`src/hw/rtl/bads_pkg.sv`:
```
// Shared constants, codes and types for the bridge converter serial reader.
`default_nettype none
package bads_pkg;

  localparam int unsigned SampleBits = 24;
  localparam int unsigned MaxAverage = 256;
  localparam int unsigned TareW      = 24;
  localparam int unsigned CntW       = $clog2(MaxAverage + 1);
  localparam int unsigned SumW       = 34;
  localparam int unsigned ResW       = 25;
  localparam int unsigned BitCntW    = $clog2(SampleBits + 1);
  localparam int unsigned PulseW     = 2;
  localparam int unsigned StepW      = $clog2(SumW + 1);
  localparam int unsigned CfgIdxW    = 2;
  localparam int unsigned CfgDataW   = 24;

  typedef enum logic [CfgIdxW-1:0] {
    CFG_EXTRA_PULSES  = 2'd0,
    CFG_AVERAGE_COUNT = 2'd1,
    CFG_TARE_OFFSET   = 2'd2
  } cfg_idx_e;

  typedef enum logic [5:0] {
    PH_IDLE = 6'b000001,
    PH_WAIT = 6'b000010,
    PH_BHI  = 6'b000100,
    PH_BLO  = 6'b001000,
    PH_PHI  = 6'b010000,
    PH_PLO  = 6'b100000
  } phase_e;

  typedef enum logic [2:0] {
    SEQ_TICK = 3'b001,
    SEQ_LOAD = 3'b010,
    SEQ_DIV  = 3'b100
  } seq_e;

  typedef struct packed {
    logic            start;
    logic [SumW-1:0] dividend;
    logic [CntW-1:0] divisor;
  } div_req_t;

  typedef struct packed {
    logic            done;
    logic [SumW-1:0] quotient;
  } div_rsp_t;

endpackage
`default_nettype wire

```
`src/hw/rtl/bads_divider.sv`:
```
// Bit-serial restoring divider: unsigned magnitude by sample count, one bit a cycle.
`default_nettype none
module bads_divider (
  input  wire logic              clk_i,
  input  wire logic              rst_ni,
  input  wire bads_pkg::div_req_t req_i,
  output bads_pkg::div_rsp_t     rsp_o
);

  logic [bads_pkg::SumW-1:0]    quo_q;
  logic [bads_pkg::CntW-1:0]    rem_q;
  logic [bads_pkg::CntW-1:0]    div_q;
  logic [bads_pkg::StepW-1:0]   step_q;
  logic                         busy_q;
  logic                         done_q;

  logic [bads_pkg::CntW:0]      trial;
  logic [bads_pkg::CntW:0]      diff;
  logic                         take;
  logic [bads_pkg::CntW-1:0]    rem_d;
  logic [bads_pkg::SumW-1:0]    quo_d;
  logic                         last;

  always_comb begin
    trial = {rem_q, quo_q[bads_pkg::SumW-1]};
    diff  = trial - {1'b0, div_q};
    take  = (trial >= {1'b0, div_q});
    rem_d = take ? diff[bads_pkg::CntW-1:0] : trial[bads_pkg::CntW-1:0];
    quo_d = {quo_q[bads_pkg::SumW-2:0], take};
    last  = busy_q && (step_q == bads_pkg::StepW'(1));
  end

  always_ff @(posedge clk_i or negedge rst_ni) begin
    if (!rst_ni) begin
      busy_q <= 1'b0;
      done_q <= 1'b0;
      step_q <= '0;
    end else begin
      done_q <= last && !req_i.start;
      if (req_i.start) begin
        busy_q <= 1'b1;
        step_q <= bads_pkg::StepW'(bads_pkg::SumW);
      end else if (busy_q) begin
        step_q <= step_q - bads_pkg::StepW'(1);
        if (last) begin
          busy_q <= 1'b0;
        end
      end
    end
  end

  always_ff @(posedge clk_i) begin
    if (req_i.start) begin
      quo_q <= req_i.dividend;
      rem_q <= '0;
      div_q <= req_i.divisor;
    end else if (busy_q) begin
      quo_q <= quo_d;
      rem_q <= rem_d;
    end
  end

  assign rsp_o.done     = done_q;
  assign rsp_o.quotient = quo_q;

endmodule
`default_nettype wire

```
`src/hw/rtl/bridge_adc_serial_reader.sv`:
```
// Top level: tick-level two-wire master for a bridge converter, with averaging.
//
//  channel | direction | handshake            | payload
//  in      | in        | in_valid/in_ready    | data_level, start_req
//  out     | out       | out_valid/out_ready  | clock_level, busy_res, result_valid,
//          |           |                      | result_value
//  cfg     | in        | cfg_we (no wait)     | cfg_idx, cfg_data
//
// A tick transfer that does not finish a reading loads the output register directly.
// The tick that finishes a reading goes through the transfer, an abs step, the bit-serial
// divider and a done step that loads the output register.
// Reset clears the tick phase, counters and sum, sets config registers to their defaults
// and arms discard.
// A waiting result in the output register holds off the next tick transfer only
// until it is taken; the two can transfer at the same edge.
`default_nettype none
module bridge_adc_serial_reader (
  input  wire logic                              clk_i,
  input  wire logic                              rst_ni,
  input  wire logic                              in_valid_i,
  output logic                                   in_ready_o,
  input  wire logic                              data_level_i,
  input  wire logic                              start_req_i,
  output logic                                   out_valid_o,
  input  wire logic                              out_ready_i,
  output logic                                   clock_level_o,
  output logic                                   busy_res_o,
  output logic                                   result_valid_o,
  output logic signed [bads_pkg::ResW-1:0]       result_value_o,
  input  wire logic                              cfg_we_i,
  input  wire logic [bads_pkg::CfgIdxW-1:0]      cfg_idx_i,
  input  wire logic [bads_pkg::CfgDataW-1:0]     cfg_data_i
);

  logic [bads_pkg::PulseW-1:0]      extra_q;
  logic [bads_pkg::CntW-1:0]        avg_q;
  logic [bads_pkg::TareW-1:0]       tare_q;

  bads_pkg::phase_e                 phase_q, phase_d;
  bads_pkg::seq_e                   seq_q, seq_d;
  logic [bads_pkg::BitCntW-1:0]     bit_cnt_q, bit_cnt_d;
  logic [bads_pkg::PulseW-1:0]      pulse_q, pulse_d;
  logic [bads_pkg::SampleBits-1:0]  shift_q, shift_d;
  logic                             disc_q, disc_d;
  logic [bads_pkg::CntW-1:0]        smp_q, smp_d;
  logic [bads_pkg::SumW-1:0]        sum_q, sum_d;
  logic                             clk_out_q, clk_out_d;
  logic                             neg_q;

  logic                             out_valid_q;
  logic                             out_clk_q, out_busy_q, out_rv_q;
  logic [bads_pkg::ResW-1:0]        out_val_q;

  logic                             in_fire;
  logic                             finish;
  logic                             tick_load;
  logic                             res_load;
  logic [bads_pkg::PulseW-1:0]      pulses_want;
  logic [bads_pkg::CntW-1:0]        count_want;
  logic [bads_pkg::SumW-1:0]        sample_ext;
  logic [bads_pkg::SumW-1:0]        tare_ext;
  logic [bads_pkg::ResW-1:0]        quo_res;
  logic [bads_pkg::ResW-1:0]        res_val;

  bads_pkg::div_req_t               div_req;
  bads_pkg::div_rsp_t               div_rsp;

  assign pulses_want = (extra_q == '0) ? bads_pkg::PulseW'(1) : extra_q;
  assign count_want  = (avg_q == '0) ? bads_pkg::CntW'(1) :
                       (avg_q > bads_pkg::CntW'(bads_pkg::MaxAverage)) ?
                       bads_pkg::CntW'(bads_pkg::MaxAverage) : avg_q;
  assign sample_ext  = {{(bads_pkg::SumW - bads_pkg::SampleBits){shift_q[bads_pkg::SampleBits-1]}},
                        shift_q};
  assign tare_ext    = {{(bads_pkg::SumW - bads_pkg::TareW){tare_q[bads_pkg::TareW-1]}}, tare_q};

  assign in_ready_o = (seq_q == bads_pkg::SEQ_TICK) && (!out_valid_q || out_ready_i);
  assign in_fire    = in_valid_i && in_ready_o;

  always_comb begin
    phase_d   = phase_q;
    seq_d     = seq_q;
    bit_cnt_d = bit_cnt_q;
    pulse_d   = pulse_q;
    shift_d   = shift_q;
    disc_d    = disc_q;
    smp_d     = smp_q;
    sum_d     = sum_q;
    clk_out_d = clk_out_q;
    finish    = 1'b0;
    tick_load = 1'b0;
    res_load  = 1'b0;

    case (seq_q)
      bads_pkg::SEQ_TICK: begin
        if (in_fire) begin
          case (phase_q)
            bads_pkg::PH_IDLE: begin
              clk_out_d = 1'b0;
              if (start_req_i) begin
                smp_d   = '0;
                sum_d   = '0;
                phase_d = bads_pkg::PH_WAIT;
              end
            end
            bads_pkg::PH_WAIT: begin
              if (!data_level_i) begin
                bit_cnt_d = '0;
                shift_d   = '0;
                clk_out_d = 1'b1;
                phase_d   = bads_pkg::PH_BHI;
              end else begin
                clk_out_d = 1'b0;
              end
            end
            bads_pkg::PH_BHI: begin
              shift_d   = {shift_q[bads_pkg::SampleBits-2:0], data_level_i};
              bit_cnt_d = bit_cnt_q + bads_pkg::BitCntW'(1);
              clk_out_d = 1'b0;
              phase_d   = bads_pkg::PH_BLO;
            end
            bads_pkg::PH_BLO: begin
              clk_out_d = 1'b1;
              if (bit_cnt_q < bads_pkg::BitCntW'(bads_pkg::SampleBits)) begin
                phase_d = bads_pkg::PH_BHI;
              end else begin
                pulse_d = '0;
                phase_d = bads_pkg::PH_PHI;
              end
            end
            bads_pkg::PH_PHI: begin
              pulse_d   = pulse_q + bads_pkg::PulseW'(1);
              clk_out_d = 1'b0;
              phase_d   = bads_pkg::PH_PLO;
            end
            bads_pkg::PH_PLO: begin
              if (pulse_q < pulses_want) begin
                clk_out_d = 1'b1;
                phase_d   = bads_pkg::PH_PHI;
              end else begin
                clk_out_d = 1'b0;
                if (disc_q) begin
                  disc_d  = 1'b0;
                  phase_d = bads_pkg::PH_WAIT;
                end else begin
                  sum_d = sum_q + sample_ext - tare_ext;
                  smp_d = smp_q + bads_pkg::CntW'(1);
                  if (smp_d >= count_want) begin
                    phase_d = bads_pkg::PH_IDLE;
                    finish  = 1'b1;
                  end else begin
                    phase_d = bads_pkg::PH_WAIT;
                  end
                end
              end
            end
            default: begin
              phase_d = bads_pkg::PH_IDLE;
            end
          endcase
          if (finish) begin
            seq_d = bads_pkg::SEQ_LOAD;
          end else begin
            tick_load = 1'b1;
          end
        end
      end
      bads_pkg::SEQ_LOAD: begin
        seq_d = bads_pkg::SEQ_DIV;
      end
      bads_pkg::SEQ_DIV: begin
        if (div_rsp.done) begin
          res_load = 1'b1;
          seq_d    = bads_pkg::SEQ_TICK;
        end
      end
      default: begin
        seq_d = bads_pkg::SEQ_TICK;
      end
    endcase

    if (cfg_we_i && (cfg_idx_i == bads_pkg::CFG_EXTRA_PULSES)) begin
      disc_d = 1'b1;
    end
  end

  assign div_req.start    = (seq_q == bads_pkg::SEQ_LOAD);
  assign div_req.dividend = sum_q[bads_pkg::SumW-1] ? (~sum_q + bads_pkg::SumW'(1)) : sum_q;
  assign div_req.divisor  = smp_q;

  bads_divider u_div (
    .clk_i  (clk_i),
    .rst_ni (rst_ni),
    .req_i  (div_req),
    .rsp_o  (div_rsp)
  );

  assign quo_res = div_rsp.quotient[bads_pkg::ResW-1:0];
  assign res_val = neg_q ? (~quo_res + bads_pkg::ResW'(1)) : quo_res;

  always_ff @(posedge clk_i or negedge rst_ni) begin
    if (!rst_ni) begin
      extra_q     <= bads_pkg::PulseW'(1);
      avg_q       <= bads_pkg::CntW'(1);
      tare_q      <= '0;
      phase_q     <= bads_pkg::PH_IDLE;
      seq_q       <= bads_pkg::SEQ_TICK;
      bit_cnt_q   <= '0;
      pulse_q     <= '0;
      shift_q     <= '0;
      disc_q      <= 1'b1;
      smp_q       <= '0;
      sum_q       <= '0;
      clk_out_q   <= 1'b0;
      out_valid_q <= 1'b0;
    end else begin
      phase_q   <= phase_d;
      seq_q     <= seq_d;
      bit_cnt_q <= bit_cnt_d;
      pulse_q   <= pulse_d;
      shift_q   <= shift_d;
      disc_q    <= disc_d;
      smp_q     <= smp_d;
      sum_q     <= sum_d;
      clk_out_q <= clk_out_d;
      if (cfg_we_i) begin
        case (cfg_idx_i)
          bads_pkg::CFG_EXTRA_PULSES:  extra_q <= cfg_data_i[bads_pkg::PulseW-1:0];
          bads_pkg::CFG_AVERAGE_COUNT: avg_q   <= cfg_data_i[bads_pkg::CntW-1:0];
          bads_pkg::CFG_TARE_OFFSET:   tare_q  <= cfg_data_i[bads_pkg::TareW-1:0];
          default: ;
        endcase
      end
      if (tick_load || res_load) begin
        out_valid_q <= 1'b1;
      end else if (out_ready_i) begin
        out_valid_q <= 1'b0;
      end
    end
  end

  always_ff @(posedge clk_i) begin
    if (div_req.start) begin
      neg_q <= sum_q[bads_pkg::SumW-1];
    end
    if (tick_load) begin
      out_clk_q  <= clk_out_d;
      out_busy_q <= (phase_d != bads_pkg::PH_IDLE);
      out_rv_q   <= 1'b0;
      out_val_q  <= '0;
    end else if (res_load) begin
      out_clk_q  <= clk_out_q;
      out_busy_q <= 1'b0;
      out_rv_q   <= 1'b1;
      out_val_q  <= res_val;
    end
  end

  assign out_valid_o    = out_valid_q;
  assign clock_level_o  = out_clk_q;
  assign busy_res_o     = out_busy_q;
  assign result_valid_o = out_rv_q;
  assign result_value_o = out_val_q;

endmodule
`default_nettype wire

```
`config.mk`:
```
export PLATFORM = sky130hd
export DESIGN_NAME = bridge_adc_serial_reader
export DESIGN_NICKNAME = d
export VERILOG_FILES = /design/src/hw/rtl/bads_pkg.sv /design/src/hw/rtl/bads_divider.sv /design/src/hw/rtl/bridge_adc_serial_reader.sv
export SDC_FILE = /design/constraint.sdc
export NUM_CORES = 1
export LEC_CHECK = 0
export ABC_AREA = 1
export BUFFER_PORTS_ARGS = -buffer_cell sky130_fd_sc_hd__buf_2
export CAP_MARGIN = 30
export CELL_PAD_IN_SITES_DETAIL_PLACEMENT = 1
export CELL_PAD_IN_SITES_GLOBAL_PLACEMENT = 1
export CORE_ASPECT_RATIO = 0.9
export CORE_MARGIN = 3
export CORE_UTILIZATION = 35
export DETAILED_ROUTE_END_ITERATION = 8
export MAX_ROUTING_LAYER = met4
export PLACE_DENSITY = 0.64
export SETUP_SLACK_MARGIN = 0.1
export SYNTH_ARGS = -nofsm -noshare
export SYNTH_HDL_FRONTEND = slang
export SYNTH_SLANG_ARGS = --single-unit
```
`constraint.sdc`:
```
create_clock -name clk_i -period 3.8 [get_ports clk_i]
set_clock_uncertainty 0.1 [all_clocks]
set_input_delay 0 -clock clk_i [delete_from_list [all_inputs] [get_ports clk_i]]
set_output_delay 0 -clock clk_i [all_outputs]
set_load 0.01 [all_outputs]
```
-- After elaboration in Yosys (flattened, before gate mapping)
Cells that the tools add are included.
- bits in registers: 210
- bits of input ports: 33
- output and inout port bits: 30
- add/sub/neg operators: 9
- $lt $le $gt $ge: 5
- eq/ne operators: 22
- multiplexer cells: 67
- bitwise operators: 2
- reductions and logical operators: 30
- operators by type and width (kind ; number):
    34-bit two-way mux ; 6
    34-bit one-hot mux with 2 select lines ; 1
    9-bit two-way mux ; 6
    24-bit one-hot mux with 2 select lines ; 1
    6-bit two-way mux ; 6
    6-bit one-hot mux with 6 select lines ; 1
    34-bit by 1-bit adder with 34-bit output, second input constant ; 1
    34-bit adder ; 1
    34-bit inverter ; 1
    34-bit subtractor ; 1
    1-bit two-way mux ; 29
    25-bit by 1-bit adder with 25-bit output, second input constant ; 1
    25-bit two-way mux ; 1
    25-bit inverter ; 1
    24-bit two-way mux ; 1
    9-bit one-hot mux with 2 select lines ; 1
    2-bit nonzero test ; 9
    5-bit two-way mux ; 3
    6-bit by 1-bit equality test with 1-bit output, second input constant ; 2
    2-bit inequality test, second input constant ; 6
    4-bit AND reduction ; 3
    10-bit by 9-bit >= comparator with 1-bit output ; 1
    5-bit one-hot mux with 2 select lines ; 1
    9-bit by 1-bit adder with 9-bit output, second input constant ; 1
    34 further kinds ; 50

-- Depth between registers and ports, before layout
Gate-level depths: netlist of the first run.
- word-level depth: 15
- depth in mapped cells: 20

-- Modules after synthesis
Synthesis of the first run repeated with hierarchy kept, for this count alone.
- cell total of the unflattened synthesis: 1889
- area total of the unflattened synthesis: 14161.1 µm²
- by module, submodules not included (module ; times used ; cells an instance ; area an instance (µm²)):
    bridge_adc_serial_reader ; 1 ; 1545 ; 11160.7
    bads_divider ; 1 ; 344 ; 3000.4

-- Worst setup path before layout of the first run
Ideal clock, no wire load.
- path type: register -> register
- start point: register tare_q[23] (netlist bit)
- end point: register sum_q[28] (netlist bit)
- library setup time: 117 ps
- data arrival time: 2440 ps
- data required time: 3583 ps
- slack: 1142 ps
- stages on the path, launching flop included: 13
- path buffers: 0
- cell sequence: dfrtp_1 -> fa_1 -> inv_1 -> ha_1 -> nand2_1 -> nor2_1 -> inv_1 -> nor4_1 -> nand2_1 -> nand2_1 -> nand2_1 -> nand3_1 -> nand2_1
- longest elaborated chain between the ends: 4
- ends and longest elaborated chain (element ; line ; source):
    from (decl) ; bridge_adc_serial_reader.sv:37 ; logic [bads_pkg::TareW-1:0] tare_q;
    from (signal assigned) ; bridge_adc_serial_reader.sv:229 ; bads_pkg::CFG_TARE_OFFSET: tare_q <= cfg_data_i[bads_pkg::TareW-1:0];
    34-bit subtractor ; bridge_adc_serial_reader.sv:145 ; sum_d = sum_q + sample_ext - tare_ext;
    34-bit two-way mux ; bridge_adc_serial_reader.sv:141 ; if (disc_q) begin
    34-bit two-way mux ; bridge_adc_serial_reader.sv:136 ; if (pulse_q < pulses_want) begin
    34-bit one-hot mux with 2 select lines ; bridge_adc_serial_reader.sv:96 ; case (phase_q)
    to (signal assigned) ; bridge_adc_serial_reader.sv:223 ; sum_q <= sum_d;
    to (decl) ; bridge_adc_serial_reader.sv:46 ; logic [bads_pkg::SumW-1:0] sum_q, sum_d;
No other way between the ends. The select of a mux whose other input is x is not followed.
A chain may end at the register's enable or synchronous reset.

-- Final worst setup path of the first run
- start point: register tare_q[23] (netlist bit)
- end point: register sum_q[31] (netlist bit)
Same word-level chain as after synthesis.

==> results of run 1 <==
-- final timing paths --
kind,startpoint,to,slack (ps),cells after the start
worst min register to register,result_value_o[4],result_value_o[4],360,2
worst max-delay path,tare_q[23],sum_q[31],480,14
min in group asynchronous,rst_ni,phase_q[0],450,3
worst max register to register,tare_q[23],sum_q[31],480,14
max in group asynchronous,rst_ni,avg_q[0],2650,4
worst min-delay path,out_ready_i,out_valid_o,110,3
-- stage by stage --
step	power, W	instances
floorplan	0.00535	1784
CTS	0.00920	2437
global route	0.00983	2438
global placement	0.00645	2352
detailed placement	0.00653	2352
finish	0.00913	2438
-- routing by layer --
| layer | up-vias | share of wire (%) | track usage [%] |
|---|---|---|---|
| met4 | 0 | 2.1 | 4.75 |
| met5 | - | 0 | - |
| met1 | 5951 | 50 | 30.2 |
| met2 | 156 | 45 | 33.7 |
| met3 | 53 | 3.0 | 2.32 |
| li1 | 6038 | - | - |
-- repair_timing --
action                                  in CTS  in global routing
setup buffers                                0                  1
endpoints found under the setup margin       0                  1
hold endpoints to repair                   177                  0
hold buffers                                37                  0
-- layout make-up --
class,instances,area share (%)
Clock buffer,42,4.98
Clock inverter,6,0.511
Inverter,284,6.70
Multi-Input combinational cell,1251,44.7
Sequential cell,210,33.4
Tap cell,525,4.13
Timing Repair Buffer,120,5.50
-- worst max-delay path, stage by stage (launching register included) --
cell and delay, ps:
dfrtp_1 650, fa_1 660, inv_1 60, ha_1 420, nand2_1 110, nor2_1 270
inv_1 120, nor2_1 150, inv_1 60, nor2_1 220, nor2_1 110, nand2_1 80
nand2_1 50, nand3_1 100, nand2_1 60
-- sequential cells by signal (all words and copies together), names as in the netlist, 5 cells and up --
register        cells
u_div.step_q        6
smp_q               9
shift_q            24
tare_q             24
sum_q              34
bit_cnt_q           5
avg_q               9
u_div.div_q         9
u_div.quo_q        34
result_value_o     25
phase_q             6
u_div.rem_q         9
-- cells in the final DEF (no fill, tap or decap), types with 27 or more instances in the layout --
| master | synthesis | final |
|---|---|---|
| inv_1 | 281 | 281 |
| nor2_1 | 179 | 179 |
| edfxtp_1 | 46 | 46 |
| nand3_1 | 97 | 97 |
| ha_1 | 60 | 60 |
| nand2_1 | 408 | 408 |
| dfrtp_1 | 124 | 124 |
| o21ai_0 | 133 | 133 |
| clkbuf_16 | 0 | 27 |
| a21oi_1 | 86 | 86 |
| o22ai_1 | 41 | 41 |
| fa_1 | 34 | 34 |
| buf_2 | 8 | 61 |
| xor2_1 | 41 | 41 |
| dfxtp_1 | 35 | 35 |
| dlygate4sd3_1 | 0 | 36 |
-- cell usage after synthesis (5+ instances only) --
library cell	instances
nand2_1	408
nand3_1	97
inv_1	281
nor4_1	9
xnor2_1	16
o21ai_0	133
fa_1	34
o211ai_1	9
mux2_2	14
edfxtp_1	46
dfstp_2	5
a21o_1	5
a21oi_1	86
xor2_1	41
nor3_1	20
clkbuf_1	26
or2_2	7
dfrtp_1	124
o22ai_1	41
dfxtp_1	35
nand3b_1	9
nor2_1	179
ha_1	60
a31oi_1	10
o21ai_1	11
nand4_1	26
buf_2	8
-- cells by family (layout without fill, tap and decap cells) --
logic type / count (synthesis) / count (layout) / share of synthesized area (%)
mux: 14 / 14 / 1.15
xor+xnor: 57 / 57 / 3.65
buf+inv: 323 / 452 / 9.14
compound gates: 317 / 317 / 12.8
flops: 210 / 210 / 38.9
fa+ha+maj: 94 / 94 / 10.5
simple gates: 769 / 769 / 23.8
-- power by group through the flow --
stage               registers, W  logic (W)  clock network [W]
global placement         0.00272    0.00373                  0
global route             0.00271    0.00441            0.00271
finish                   0.00268    0.00390            0.00256
floorplan                0.00267    0.00268                  0
detailed placement       0.00273    0.00381                  0
CTS                      0.00268    0.00389            0.00263
==> impl_metrics.ini, run 1 <==
[routing]
postRouteAntennaNets = 0
drtPass1Iterations = 5
remaining_drc_errors = 0
wirelength_um = 43200
via_per_inst = 5.00
drtIter0Drc = 671
vias = 12200
wl_per_cell_um = 17.7

[power]
p_seq_share_pct = 29.3
clockPowerShare_pct = 28.0
power.switching_w = 0.00385
irDropWorstVdd_mv = 0.346
combPwrFrac_pct = 42.6
p_sw_share_pct = 42.1
power.density_nw_per_um2 = 574
p_leak_nw = 7.85
internal_power_w = 0.00529

[grt]
antenna_found_initial = 0
grt_max_degree = 75
grt-ovfl-total = 0
grt_pass1_wl_um = 70000
grt_use_total_pct = 21.5
grt_pass1_vias = 12800

[critical_path]
cp_data_required_time_ps = 4150
critPathKind = reg2reg
critPathCaptureType = register
crit_arrival_ps = 3670
start_kind = register
worst-path-max-fanout = 11

[die]
ios = 63
die_h_um = 193
dieArea_sq_um = 41500
core_sq_um = 38500
start_util_pct = 35.5
die_x_um = 214
rows = 68

[sta]
worst_pin_slew_ps = 739
finalCriticalPeriod_ps = 3320
setup_viol = 0
holdWs_ps = 107
fin_ws_ps = 483
rsz0062_at_grt = no
slew_violations = 0
tns_ps = 0
relSlewSlack_pct = 50.7
final_hold_viol_count = 0
max_freq_ghz = 0.301
period_share_pct = 87.3

[final_layout]
fin_util_pct = 41.3
fillerInstances = 4807
seqCellArea_sq_um = 5320
antennaDiodeCount = 0
drive_gt1_share_pct = 8.68
final_nets = 2020
syn_to_final_growth_pct = 16.4
finalInstanceArea_sq_um = 15900
multiInputGateArea_sq_um = 7110

[yosys]
synthFlopType = dfrtp_1
syn_area_sq_um = 13700
synth_fp_nets = 1911
syn_area_per_cell_sq_um = 7.66
synth_area_leaders = dfrtp_1 23%, nand2_1 11%, edfxtp_1 10%
synth_enable_flop_cells = 46
yosysSeqAreaShare_pct = 38.9
yosysUniqueCellTypes = 52
syn_inst = 1784
async_flop_share_pct = 61.4
yosys_warnings = 0
synth_top_cell_area_share_pct = 22.7
ys_ff_latch = 210
yosysTopAreaCell = dfrtp_1

[clock_tree]
cts_resized = 0
cts_sinks = 210
cts.htree.levels = 1
worstSkewPairLatency_ps = 560
cts_tree = yes
numCtsBuffers = 26
clock_path_buffers = 3
cts.reportedPaths.clkPinSlew_ps = 70
cts_root_buf = clkbuf_16

[placement]
post-place-ws_ps = 489
portBuffers = 62
gp_congestion = 0.924
dp_hpwl_um = 33400
placed_area_sq_um = 14600

[status]
status = complete, no violations

[min_path]
worstHoldPathType = in2reg

[run]
drv_cap = 0
(Power assumes the default switching activity.)
==> run 2: changes to the inputs <==
--- a/config.mk
+++ b/config.mk
@@ -16,6 +16,7 @@
 export DETAILED_ROUTE_END_ITERATION = 8
 export MAX_ROUTING_LAYER = met4
 export PLACE_DENSITY = 0.64
+export REMOVE_ABC_BUFFERS = 1
 export SETUP_SLACK_MARGIN = 0.1
 export SYNTH_ARGS = -nofsm -noshare
 export SYNTH_HDL_FRONTEND = slang
==> run 2 against run 1 <==
  * Register-to-register slack worse by 50 ps
  * Sequential power hardly changed
  * Clock power is 5% lower
  * Sequential share of layout area is 0.14 points higher
  * Largest cell class unchanged
==> impl_metrics.ini, run 2 (synthesized netlist as in run 1, its figures left out) <==
[status]
status = complete, no violations

[grt]
grt_pass1_vias = 12700
antenna_found_initial = 0
grt-ovfl-total = 0
grt_max_degree = 55
grt_use_total_pct = 20.9
grt_pass1_wl_um = 68600

[power]
internal_power_w = 0.00522
p_leak_nw = 7.82
clockPowerShare_pct = 27.4
power.density_nw_per_um2 = 562
p_seq_share_pct = 30.1
power.switching_w = 0.00367
irDropWorstVdd_mv = 0.416
combPwrFrac_pct = 42.5
p_sw_share_pct = 41.3

[sta]
worst_pin_slew_ps = 738
setup_viol = 0
finalCriticalPeriod_ps = 3360
period_share_pct = 88.5
rsz0062_at_grt = no
tns_ps = 0
relSlewSlack_pct = 50.8
final_hold_viol_count = 0
max_freq_ghz = 0.297
holdWs_ps = 114
slew_violations = 0

[final_layout]
layout_common_cells = 408 x nand2_1, 281 x inv_1, 179 x nor2_1, 133 x o21ai_0, 124 x dfrtp_1
drive_gt1_share_pct = 8.54
syn_to_final_growth_pct = 15.9
layout.cells.non_filler = 2433
mostFrequentLayoutCell = nand2_1
final_nets = 2018
antennaDiodeCount = 0

[die]
rows = 68
dieArea_sq_um = 41500
start_util_pct = 35.5
die_x_um = 214
core_sq_um = 38500
ios = 63
die_h_um = 193

[routing]
drtIter0Drc = 546
via_per_inst = 4.98
remaining_drc_errors = 0
wl_per_cell_um = 17.1
vias = 12100
drtPass1Iterations = 5
wirelength_um = 41600
postRouteAntennaNets = 0

[placement]
gp_congestion = 0.887
dp.cells = 2348
portBuffers = 62
dp_hpwl_um = 32300

[clock_tree]
cts.htree.levels = 1
numCtsBuffers = 27
worstSkewPairLatency_ps = 550
cts_root_buf = clkbuf_16
cts_tree = yes
cts.reportedPaths.clkPinSlew_ps = 60
cts_sinks = 210
clock_path_buffers = 3
cts_resized = 0

[run]
drv_cap = 0

[critical_path]
critPathCaptureType = register
critPathKind = reg2reg
critPathMaxStageDelay_ps = 580
crit_arrival_ps = 3720
path_buf_inv = 3
start_kind = register
cp_data_required_time_ps = 4160
cp_top_family = simple AND/OR/NAND/NOR gates
crit_top_cell = nand3_1
path_cells = ha_1, nand3_1, nor2_1, nand4_1, xor2_1, inv_1, ha_1, nand2_1, inv_1, a21oi_1, nand4_1, nand3_1, nand3_1, dlygate4sd3_1
crit_slowest_cell = dlygate4sd3_1
worst-path-max-fanout = 6

[min_path]
worstHoldPathType = in2reg
run 2: layout make-up:
class                   instances  area (sq um)
clock buffers                  40           805
clock inverters                 6          33.8
fillers                      4796         22600
inverters                     284          1070
multi-input cells            1251          7110
flip-flops and latches        210          5320
well taps                     525           657
repair buffers                117           845
run 2: worst paths after layout:
check / slack [ps] / from / cells past startpoint / end
max: 440 / smp_q[0] / 14 / phase_q[0]
min: 110 / out_ready_i / 3 / out_valid_o
max reg2reg: 440 / smp_q[0] / 14 / phase_q[0]
min reg2reg: 360 / result_value_o[7] / 2 / result_value_o[7]
max in group asynchronous: 2410 / rst_ni / 4 / extra_q[0]
min in group asynchronous: 400 / rst_ni / 3 / tare_q[12]
run 2: worst min-delay path: stages:
cell           delay [ps]
dlygate4sd3_1         530
buf_2                 110
o21ai_0                70
run 2: power by group through the flow:
stage | Clock, W | Combinational, W | Sequential (W)
after CTS | 0.00251 | 0.00380 | 0.00268
after global placement | 0 | 0.00365 | 0.00271
after global routing | 0.00260 | 0.00430 | 0.00271
after detailed placement | 0 | 0.00373 | 0.00272
final | 0.00244 | 0.00378 | 0.00268
after floorplan | 0 | 0.00266 | 0.00267
run 2: per-stage QoR:
| step | utilization (%) | total power, W | setup slack (ps) | area [sq um] |
|---|---|---|---|---|
| final | 41.2 | 0.00889 | 437 | 15800 |
| after global routing | 41.2 | 0.00961 | 180 | 15800 |
| after CTS | 41.2 | 0.00899 | 412 | 15800 |
| after detailed placement | 37.9 | 0.00645 | 608 | 14600 |
| after global placement | 37.9 | 0.00636 | 683 | 14600 |
| after floorplan | - | 0.00533 | 582 | 13500 |
run 2: metal layers:
metal / share of wire (%) / track usage, %
met1: 51 / 29.3
met2: 44 / 32.3
met3: 2.8 / 2.64
met4: 2.7 / 4.95
met5: 0 / -
run 2: what timing repair did:
action / in CTS / in global routing
setup buffers: 0 / 0
endpoints found under the hold margin: 124 / 0
hold buffers: 39 / 0
